### src/sv/lps_pkg.sv
// Shared constants and types for the LED pattern sequencer.
// Used by led_pattern_sequencer_core, lps_checker and tb_top; no dependencies.
package lps_pkg;

    // Pattern table size and derived widths
    localparam int TABLE_DEPTH = 64;
    localparam int ADDR_W      = (TABLE_DEPTH > 1) ? $clog2(TABLE_DEPTH) : 1;
    localparam int POS_W       = $clog2(TABLE_DEPTH + 1);

    // Fixed field widths
    localparam int INDEX_W     = 6;
    localparam int BYTE_W      = 8;
    localparam int CFG_IDX_W   = 2;

    // Request command codes
    localparam logic CMD_TICK  = 1'b0;
    localparam logic CMD_WRITE = 1'b1;

    // Configuration register indexes
    typedef enum logic [CFG_IDX_W-1:0] {
        CFG_RUN     = 2'd0,
        CFG_REPEAT  = 2'd1,
        CFG_DIVIDER = 2'd2
    } cfg_reg_t;

endpackage

### src/sv/lps_ram.sv
// Generic single-port-write, single-port-read RAM with registered read data.
// No dependencies.
module lps_ram #(
    parameter int WIDTH = 8,
    parameter int DEPTH = 64
) (
    input  logic                     clk,
    input  logic                     we,
    input  logic [$clog2(DEPTH)-1:0] waddr,
    input  logic [WIDTH-1:0]         wdata,
    input  logic                     re,
    input  logic [$clog2(DEPTH)-1:0] raddr,
    output logic [WIDTH-1:0]         rdata
);

    logic [WIDTH-1:0] mem [DEPTH];
    logic [WIDTH-1:0] rdata_reg;

    // Write port
    always_ff @(posedge clk)
    begin
        if (we)
        begin
            mem[waddr] <= wdata;
        end
    end

    // Registered read port, holds when not enabled
    always_ff @(posedge clk)
    begin
        if (re)
        begin
            rdata_reg <= mem[raddr];
        end
    end

    assign rdata = rdata_reg;

endmodule

### src/sv/led_pattern_sequencer_core.sv
// LED pattern sequencer: table writes and timer ticks in, pattern bytes out.
// A tick that emits shows its byte on led_value in the cycle after the request.
// One request per cycle while the output is not stalled; the result
// register and the table's registered read port allow this.
// Reset: asynchronous, clears registers, countdown, position and all table valid bits;
// unwritten entries read as zero, so no clearing pass is needed.
module led_pattern_sequencer_core (
    input  logic                              clk,
    input  logic                              rst_n,
    // Request channel
    input  logic                              in_valid,
    output logic                              in_stall,
    input  logic                              command,
    input  logic [lps_pkg::INDEX_W-1:0]       entry_index,
    input  logic [lps_pkg::BYTE_W-1:0]        entry_value,
    // Result channel
    output logic                              out_valid,
    input  logic                              out_stall,
    output logic [lps_pkg::BYTE_W-1:0]        led_value,
    // Configuration write channel
    input  logic                              cfg_valid,
    output logic                              cfg_ready,
    input  logic [lps_pkg::CFG_IDX_W-1:0]     cfg_index,
    input  logic [lps_pkg::BYTE_W-1:0]        cfg_data
);

    // Configuration registers
    logic                         run_enable_reg;
    logic                         repeat_enable_reg;
    logic [lps_pkg::BYTE_W-1:0]   tick_divider_reg;

    // Playback state
    logic [lps_pkg::BYTE_W-1:0]   countdown_reg;
    logic [lps_pkg::BYTE_W-1:0]   countdown_next;
    logic [lps_pkg::POS_W-1:0]    position_reg;
    logic [lps_pkg::POS_W-1:0]    position_next;
    logic [lps_pkg::POS_W-1:0]    position_inc;

    // Table valid bits and read-side flags
    logic [lps_pkg::TABLE_DEPTH-1:0] entry_valid_reg;
    logic                            hit_reg;
    logic                            out_valid_reg;
    logic                            out_valid_next;

    logic                            accept;
    logic                            is_write;
    logic                            write_en;
    logic                            emit;
    logic [lps_pkg::ADDR_W-1:0]      waddr;
    logic [lps_pkg::ADDR_W-1:0]      raddr;
    logic [lps_pkg::BYTE_W-1:0]      rdata;

    // Handshakes
    assign cfg_ready = 1'b1;
    assign in_stall  = out_valid_reg & out_stall;
    assign accept    = in_valid & ~in_stall;
    assign is_write  = (command == lps_pkg::CMD_WRITE);

    // Table write
    assign waddr    = lps_pkg::ADDR_W'(entry_index);
    assign write_en = accept & is_write & (int'(entry_index) < lps_pkg::TABLE_DEPTH);
    assign raddr    = position_reg[lps_pkg::ADDR_W-1:0];
    assign position_inc = position_reg + lps_pkg::POS_W'(1);

    // Tick handling: count down, reload, emit, advance, wrap
    always_comb
    begin
        countdown_next = countdown_reg;
        position_next  = position_reg;
        emit           = 1'b0;
        if (accept && !is_write && run_enable_reg)
        begin
            if (countdown_reg == '0)
            begin
                countdown_next = tick_divider_reg;
                if (int'(position_reg) < lps_pkg::TABLE_DEPTH)
                begin
                    emit = 1'b1;
                    if ((int'(position_inc) >= lps_pkg::TABLE_DEPTH) && repeat_enable_reg)
                    begin
                        position_next = '0;
                    end
                    else
                    begin
                        position_next = position_inc;
                    end
                end
                else if (repeat_enable_reg)
                begin
                    position_next = '0;
                end
            end
            else
            begin
                countdown_next = countdown_reg - lps_pkg::BYTE_W'(1);
            end
        end
    end

    // Result register valid
    always_comb
    begin
        if (emit)
        begin
            out_valid_next = 1'b1;
        end
        else if (out_valid_reg && out_stall)
        begin
            out_valid_next = 1'b1;
        end
        else
        begin
            out_valid_next = 1'b0;
        end
    end

    // Configuration writes
    always_ff @(posedge clk or negedge rst_n)
    begin
        if (!rst_n)
        begin
            run_enable_reg    <= 1'b0;
            repeat_enable_reg <= 1'b0;
            tick_divider_reg  <= '0;
        end
        else if (cfg_valid && cfg_ready)
        begin
            case (lps_pkg::cfg_reg_t'(cfg_index))
                lps_pkg::CFG_RUN:     run_enable_reg    <= cfg_data[0];
                lps_pkg::CFG_REPEAT:  repeat_enable_reg <= cfg_data[0];
                lps_pkg::CFG_DIVIDER: tick_divider_reg  <= cfg_data;
                default:              ;
            endcase
        end
    end

    // Playback state and valid bits
    always_ff @(posedge clk or negedge rst_n)
    begin
        if (!rst_n)
        begin
            countdown_reg   <= '0;
            position_reg    <= '0;
            entry_valid_reg <= '0;
            out_valid_reg   <= 1'b0;
            hit_reg         <= 1'b0;
        end
        else
        begin
            countdown_reg <= countdown_next;
            position_reg  <= position_next;
            out_valid_reg <= out_valid_next;
            if (write_en)
            begin
                entry_valid_reg[waddr] <= 1'b1;
            end
            // capture whether the entry read holds written data
            if (emit)
            begin
                hit_reg <= entry_valid_reg[raddr];
            end
        end
    end

    // Pattern table
    lps_ram #(
        .WIDTH (lps_pkg::BYTE_W),
        .DEPTH (lps_pkg::TABLE_DEPTH)
    ) u_table (
        .clk   (clk),
        .we    (write_en),
        .waddr (waddr),
        .wdata (entry_value),
        .re    (emit),
        .raddr (raddr),
        .rdata (rdata)
    );

    // Never-written entries read as zero
    assign out_valid = out_valid_reg;
    assign led_value = hit_reg ? rdata : '0;

endmodule

### config.mk
export PLATFORM = sky130hd
export DESIGN_NAME = led_pattern_sequencer_core
export DESIGN_NICKNAME = d
export VERILOG_FILES = /design/src/sv/lps_pkg.sv /design/src/sv/lps_ram.sv /design/src/sv/led_pattern_sequencer_core.sv
export SDC_FILE = /design/constraint.sdc
export NUM_CORES = 1
export LEC_CHECK = 0
export BUFFER_PORTS_ARGS = -buffer_cell sky130_fd_sc_hd__buf_2
export CORE_ASPECT_RATIO = 1.1
export CORE_MARGIN = 1
export CORE_UTILIZATION = 35
export CTS_CLUSTER_DIAMETER = 80
export DETAILED_ROUTE_END_ITERATION = 12
export GPL_TIMING_DRIVEN = 0
export HOLD_SLACK_MARGIN = 0.1
export SYNTH_ARGS = -nofsm -noshare
export SYNTH_HDL_FRONTEND = slang
export SYNTH_HIERARCHICAL = 1
export SYNTH_SLANG_ARGS = --single-unit
### constraint.sdc
create_clock -name clk -period 2.2 [get_ports clk]
set_input_delay 0.22 -clock clk [delete_from_list [all_inputs] [get_ports clk]]
set_output_delay 0.22 -clock clk [all_outputs]
set_load 0.005 [all_outputs]
Yosys cells after proc, flatten, opt, wreduce, memory -nomap -nowiden
Memories as Yosys holds them, arrays and structs flattened. A register that Yosys moved wholly into a read port is not among the register bits.
Index checks and enable logic that the tools add are counted.

cells by class
  muxes and demuxes = 16
  magnitude comparators = 5
  bitwise logic cells = 5
  add/sub/neg operators = 2
  reductions and logical operators = 13
  equality and inequality tests = 2

operators with widths
  cell                                                                          count
  64-bit bitwise OR                                                             1
  7-bit two-way mux                                                             3
  8-bit two-way mux                                                             2
  6-bit by 7-bit less-than comparator with 1-bit output, second input constant  2
  1-bit two-way mux                                                             9
  8-bit zero test                                                               1
  8-bit by 1-bit subtractor with 8-bit output, second input constant            1
  7-bit by 1-bit adder with 7-bit output, second input constant                 1
  7-bit >= comparator, second input constant                                    1
  7-bit less-than comparator, second input constant                             1
  1-bit binary-select mux with 6-bit select                                     1
  1-bit demux with 6-bit select                                                 1
  6-bit by 1-bit >= comparator with 1-bit output, second input constant         1
  2-bit AND reduction                                                           3
  1-bit logical AND                                                             5
  1-bit AND                                                                     3
  3-bit AND reduction                                                           1
  2-bit by 1-bit == test with 1-bit output, second input constant               1
  2-bit == test, second input constant                                          1
  2-bit zero test                                                               1
  2-bit nonzero test                                                            1
  1-bit zero test                                                               1
  1-bit inverter                                                                1

word-level totals
  RAM bits = 512
  output and inout bits = 11
  register bits = 91
  memories = 1

memory list
  memory       depth  bits a word  rd ports  clocked after memory_dff  wr ports  RTL line       RTL
  u_table.mem  64     8            1         1                         1         lps_ram.sv:16  logic [WIDTH-1:0] mem [DEPTH];

Longest topological paths before layout
  depth in word-level cells = 7
  mapped depth = 9
  gate-level depth less buffers = 6

By module
The synthesis kept the hierarchy.

modules (own cells, without submodules)
  module                      times used  cells each  area an instance (um2)  sequential area each (um2)
  lps_ram                     1           940         20246.9                 15615.0
  led_pattern_sequencer_core  1           375         4418.0                  2277.2

Least setup slack after synthesis
OpenSTA, ideal clock, no wires.

  kind = reg2reg
  from = reg out_valid_reg (netlist: out_valid)
  to = reg hit_reg
  setup slack = -0.044 ns
  stages on the path, launching flop included = 7
  buffers on the path = 1
  period minus slack after synthesis = 2.244 ns
  data required time = 2.100 ns
  data arrival time = 2.144 ns
  cells stage by stage = dfrtp_1 -> nand2_1 -> nand4b_1 -> buf_2 -> nor4_1 -> nor2_1 -> a311oi_1

between the ends
  longest elaborated chain between the ends = 6

ends and longest elaborated chain
  element                          RTL line                           RTL
  start: declaration               led_pattern_sequencer_core.sv:42   logic out_valid_reg;
  start signal: assignment         led_pattern_sequencer_core.sv:152  out_valid_reg <= out_valid_next;
  1-bit AND                        led_pattern_sequencer_core.sv:55   assign in_stall = out_valid_reg & out_stall;
  1-bit inverter                   led_pattern_sequencer_core.sv:56   assign accept = in_valid & ~in_stall;
  1-bit AND                        led_pattern_sequencer_core.sv:56
  1-bit logical AND (2 in series)  led_pattern_sequencer_core.sv:71   if (accept && !is_write && run_enable_reg)
  1-bit two-way mux                led_pattern_sequencer_core.sv:71
  named net emit                   led_pattern_sequencer_core.sv:48   logic emit;
  end signal: assignment           led_pattern_sequencer_core.sv:160  hit_reg <= entry_valid_reg[raddr];
  end: declaration                 led_pattern_sequencer_core.sv:41   logic hit_reg;

The timed path passes the listed nets, and every way through them passes these cells.
A chain may end at the register's enable or synchronous reset.

Final worst setup path
  from = reg position_reg[0] in the netlist's numbering
  to = reg u_table.rdata_reg[5] (netlist: u_table/rdata[5]), read port of u_table.mem, data pin

between the ends
  longest elaborated chain between the ends = 4

ends and longest elaborated chain
  element                     RTL line                           RTL
  start: declaration          led_pattern_sequencer_core.sv:35   logic [lps_pkg::POS_W-1:0] position_reg;
  start signal: assignment    led_pattern_sequencer_core.sv:151  position_reg <= position_next;
  7-bit less-than comparator  led_pattern_sequencer_core.sv:76   if (int'(position_reg) < lps_pkg::TABLE_DEPTH)
  1-bit two-way mux           led_pattern_sequencer_core.sv:76
  1-bit two-way mux           led_pattern_sequencer_core.sv:73   if (countdown_reg == '0)
  1-bit two-way mux           led_pattern_sequencer_core.sv:71
  end: declaration            lps_ram.sv:17                      logic [WIDTH-1:0] rdata_reg;

Several ways; a longest one is shown, not always the timed one.

==> results.yml <==
outcome:
  status: "finished with violations"
  violations: "negative setup slack"
sta:
  fmax_ghz: 0.4022
  finalMaxSlewViolations: 0
  relSlewSlack_pct: 15.25
  hold_viol_final: 0
  rsz0062_at_grt: "yes"
  final.period_utilization_pct: 113.0
  min_period_ps: 2486
  fin_ws_ps: -286.3
  tightest_slew_ps: 1271
  finClkSkew_ps: 32.06
  setup_viol: 11
  whs_ps: 138.6
finish:
  largest_reg_flops: 512
  syn_to_final_growth_pct: 24.32
  multi_input_area_um2: 7345
  nNetsFinal: 1545
  num_antenna_cells: 0
  final_cells: 2493
  drive_gt1_share_pct: 36.72
  register_area_um2: 17900
  fillCellCount: 5860
floorplan:
  ios: 41
  fp.dieArea_um2: 71540
  dieWidth_um: 255.1
  die_y_um: 280.4
  row_count: 101
  design.core.area_um2: 69380
  start_util_pct: 35.55
hold_path:
  hp-class: "in2async"
clock_network:
  cts_made_buffers: 67
  htreeDepth: 3
  clockBufferDepth: 3
  cts-root-buf: "clkbuf_16"
  clock_sinks: 611
  cts_tree: "built"
  clkLatencyLatePin_ps: 610
  clkSlewWorstSetupHoldPaths_ps: 60
synth:
  syn_area_per_cell_um2: 18.76
  yosys.area_share.adder_pct: 0.1015
  synth_cell_type_count: 67
  netlist_area_um2: 24660
  synth_top_area_share_pct: 63.31
  ys_seq_elements: 611
  async_flop_share_pct: 14.89
  synth-edff-count: 520
  yosys.cell_count.top_type: "edfxtp_1"
  synth_flop_cell: "edfxtp_1"
  yosysSeqAreaShare_pct: 72.54
  syn_nets: 1347
  syn_inst: 1315
  synth-xor-area-share_pct: 0.03551
  synthTopCellsByCount: "edfxtp_1, mux4_2, nor2_1"
  synth_area_leader_cell: "edfxtp_1"
  synth_top_family_by_area: "multiplexers"
  synth_compound_area_share_pct: 4.860
  yosysWarnings: 6
  synth_area_leaders: "edfxtp_1, mux4_2, dfrtp_1, o21bai_1, nor2_1"
  synthSimpleGateAreaFrac_pct: 5.301
  muxShareOfSynthArea_pct: 15.24
critical_path:
  crit_fanout: 10
  rrSetupSlack_ps: -290
  worstPathRequired_ps: 2530
  path_class: "reg2reg"
  crit_start: "position_reg[0]"
  reg2reg_depth: 6
  arrival_ps: 2810
  startpoint_type: "flip-flop"
  timing.rr.start: "position_reg[0]"
  crit_path_end_kind: "flip-flop"
  crit_end: "u_table/rdata[5]"
  r2r_end: "u_table/rdata[5]"
power:
  power_mw: 31.42
  clockPowerShare_pct: 34.2
  comb_power_share_pct: 23.8
  ir_drop_mv: 0.4836
  p_leak_nw: 10.02
  power_switching_share_pct: 26.79
  power.density_nw_per_um2: 1025
  p_int_mw: 23.00
  p_switching_mw: 8.417
  power_frac_seq_pct: 42.0
placement:
  gp_congestion: 0.9038
  dp_cells: 2281
  numPortBuffers: 37
  hpwl_um: 39180
route:
  vias: 13646
  drtAntennaViolNets: 0
  drc: 0
  wl_per_cell_um: 25.22
  drtPass1Iterations: 6
  wirelength_um: 62860
  drt_iter0_drc: 1287
  via_per_inst: 5.474
global_route:
  antenna_found_initial: 0
  grt_pass1_vias: 14168
  grt-ovfl-total: 0
  grt_max_degree: 66
  grt_pass1_wl_um: 93180
  grt_usage_pct: 17.88
job:
  maxCapViolations: 0
[power by group through the flow]
stage               clock network, mW  logic, mW  registers (mW)
floorplan                           0       4.15            13.3
global placement                    0       5.96            13.4
detailed placement                  0       6.02            13.4
CTS                              11.0       7.31            13.2
global route                     11.4       7.85            13.2
finish                           10.8       7.47            13.2
[stage by stage]
stage	util, %	cell area, um^2	setup TNS (ps)	worst slack, ps
3_5_place_dp	37.58	26070	-508500	-1403
6_report	44.20	30660	-2374	-286.3
3_3_place_gp	37.51	26020	-489760	-1372
2_1_floorplan	-	24680	0	43.23
5_1_grt	44.20	30660	-3717	-337.2
4_1_cts	43.62	30260	-2576	-308.2
[final cells by class]
type                    count  share of cell area (%)
clock inverters            34                  0.9263
flip-flops and latches    611                   58.36
clock buffers              88                   5.998
multi-input cells         626                   23.95
repair buffers            130                   4.476
inverters                   7                 0.09793
well taps                 927                   3.783
plain buffers              70                   2.403
[placed cells by master, fill, tap and decap left out, types with 11 or more instances in the layout]
cell type / instances
mux4_2: 131
nor2_1: 39
clkinv_2: 15
nand2_1: 36
nor2_4: 64
mux2i_1: 26
buf_2: 46
nand3b_1: 11
dlygate4sd3_1: 16
buf_4: 47
o21bai_1: 56
buf_6: 11
and2_1: 11
clkbuf_1: 32
edfxtp_1: 520
buf_12: 45
mux2_2: 27
nor2b_1: 15
nand2b_1: 11
clkbuf_16: 70
nand3_1: 18
dfrtp_1: 88
[how the worst min path moves through the flow]
stage,endpoint,from,slack (ps),depth (start not counted)
2_1_floorplan,countdown_reg[0],rst_n,-80,0
3_3_place_gp,entry_valid_reg[34],entry_valid_reg[34],440,1
3_5_place_dp,countdown_reg[1],rst_n,180,1
4_1_cts,entry_valid_reg[47],in_valid,100,4
5_1_grt,entry_valid_reg[56],in_valid,160,4
6_report,position_reg[0],rst_n,140,3
[cell families after synthesis]
| group | Yosys count |
|---|---|
| flops | 611 |
| simple gates | 266 |
| mux | 199 |
| compound gates | 157 |
| buf+inv | 78 |
| fa+ha+maj | 2 |
| other cells | 1 |
| xor+xnor | 1 |
[routing by layer]
metal,global-route usage (%),up-vias,routed length (um)
li1,-,5743,-
met1,23.90,7251,25710
met2,29.42,544,31050
met3,2.681,108,4148
met4,6.679,0,1954
met5,0,-,0
[repair_timing]
action | in CTS | in global routing
pin swaps | 42 | 27
endpoints found under the hold margin | 114 | 0
hold buffers | 17 | 0
endpoints found under the setup margin | 522 | 517
gates cloned | 2 | 0
buffers inserted | 57 | 18
gates resized for setup | 289 | 49
[worst max-delay path, cell delays in order, from the launching register on]
cell and delay (ps):
dfrtp_2 450, buf_12 160, buf_16 160, mux4_2 520, mux4_2 560, o21ai_4 220
o41ai_4 130
(Power assumes the default switching activity.)
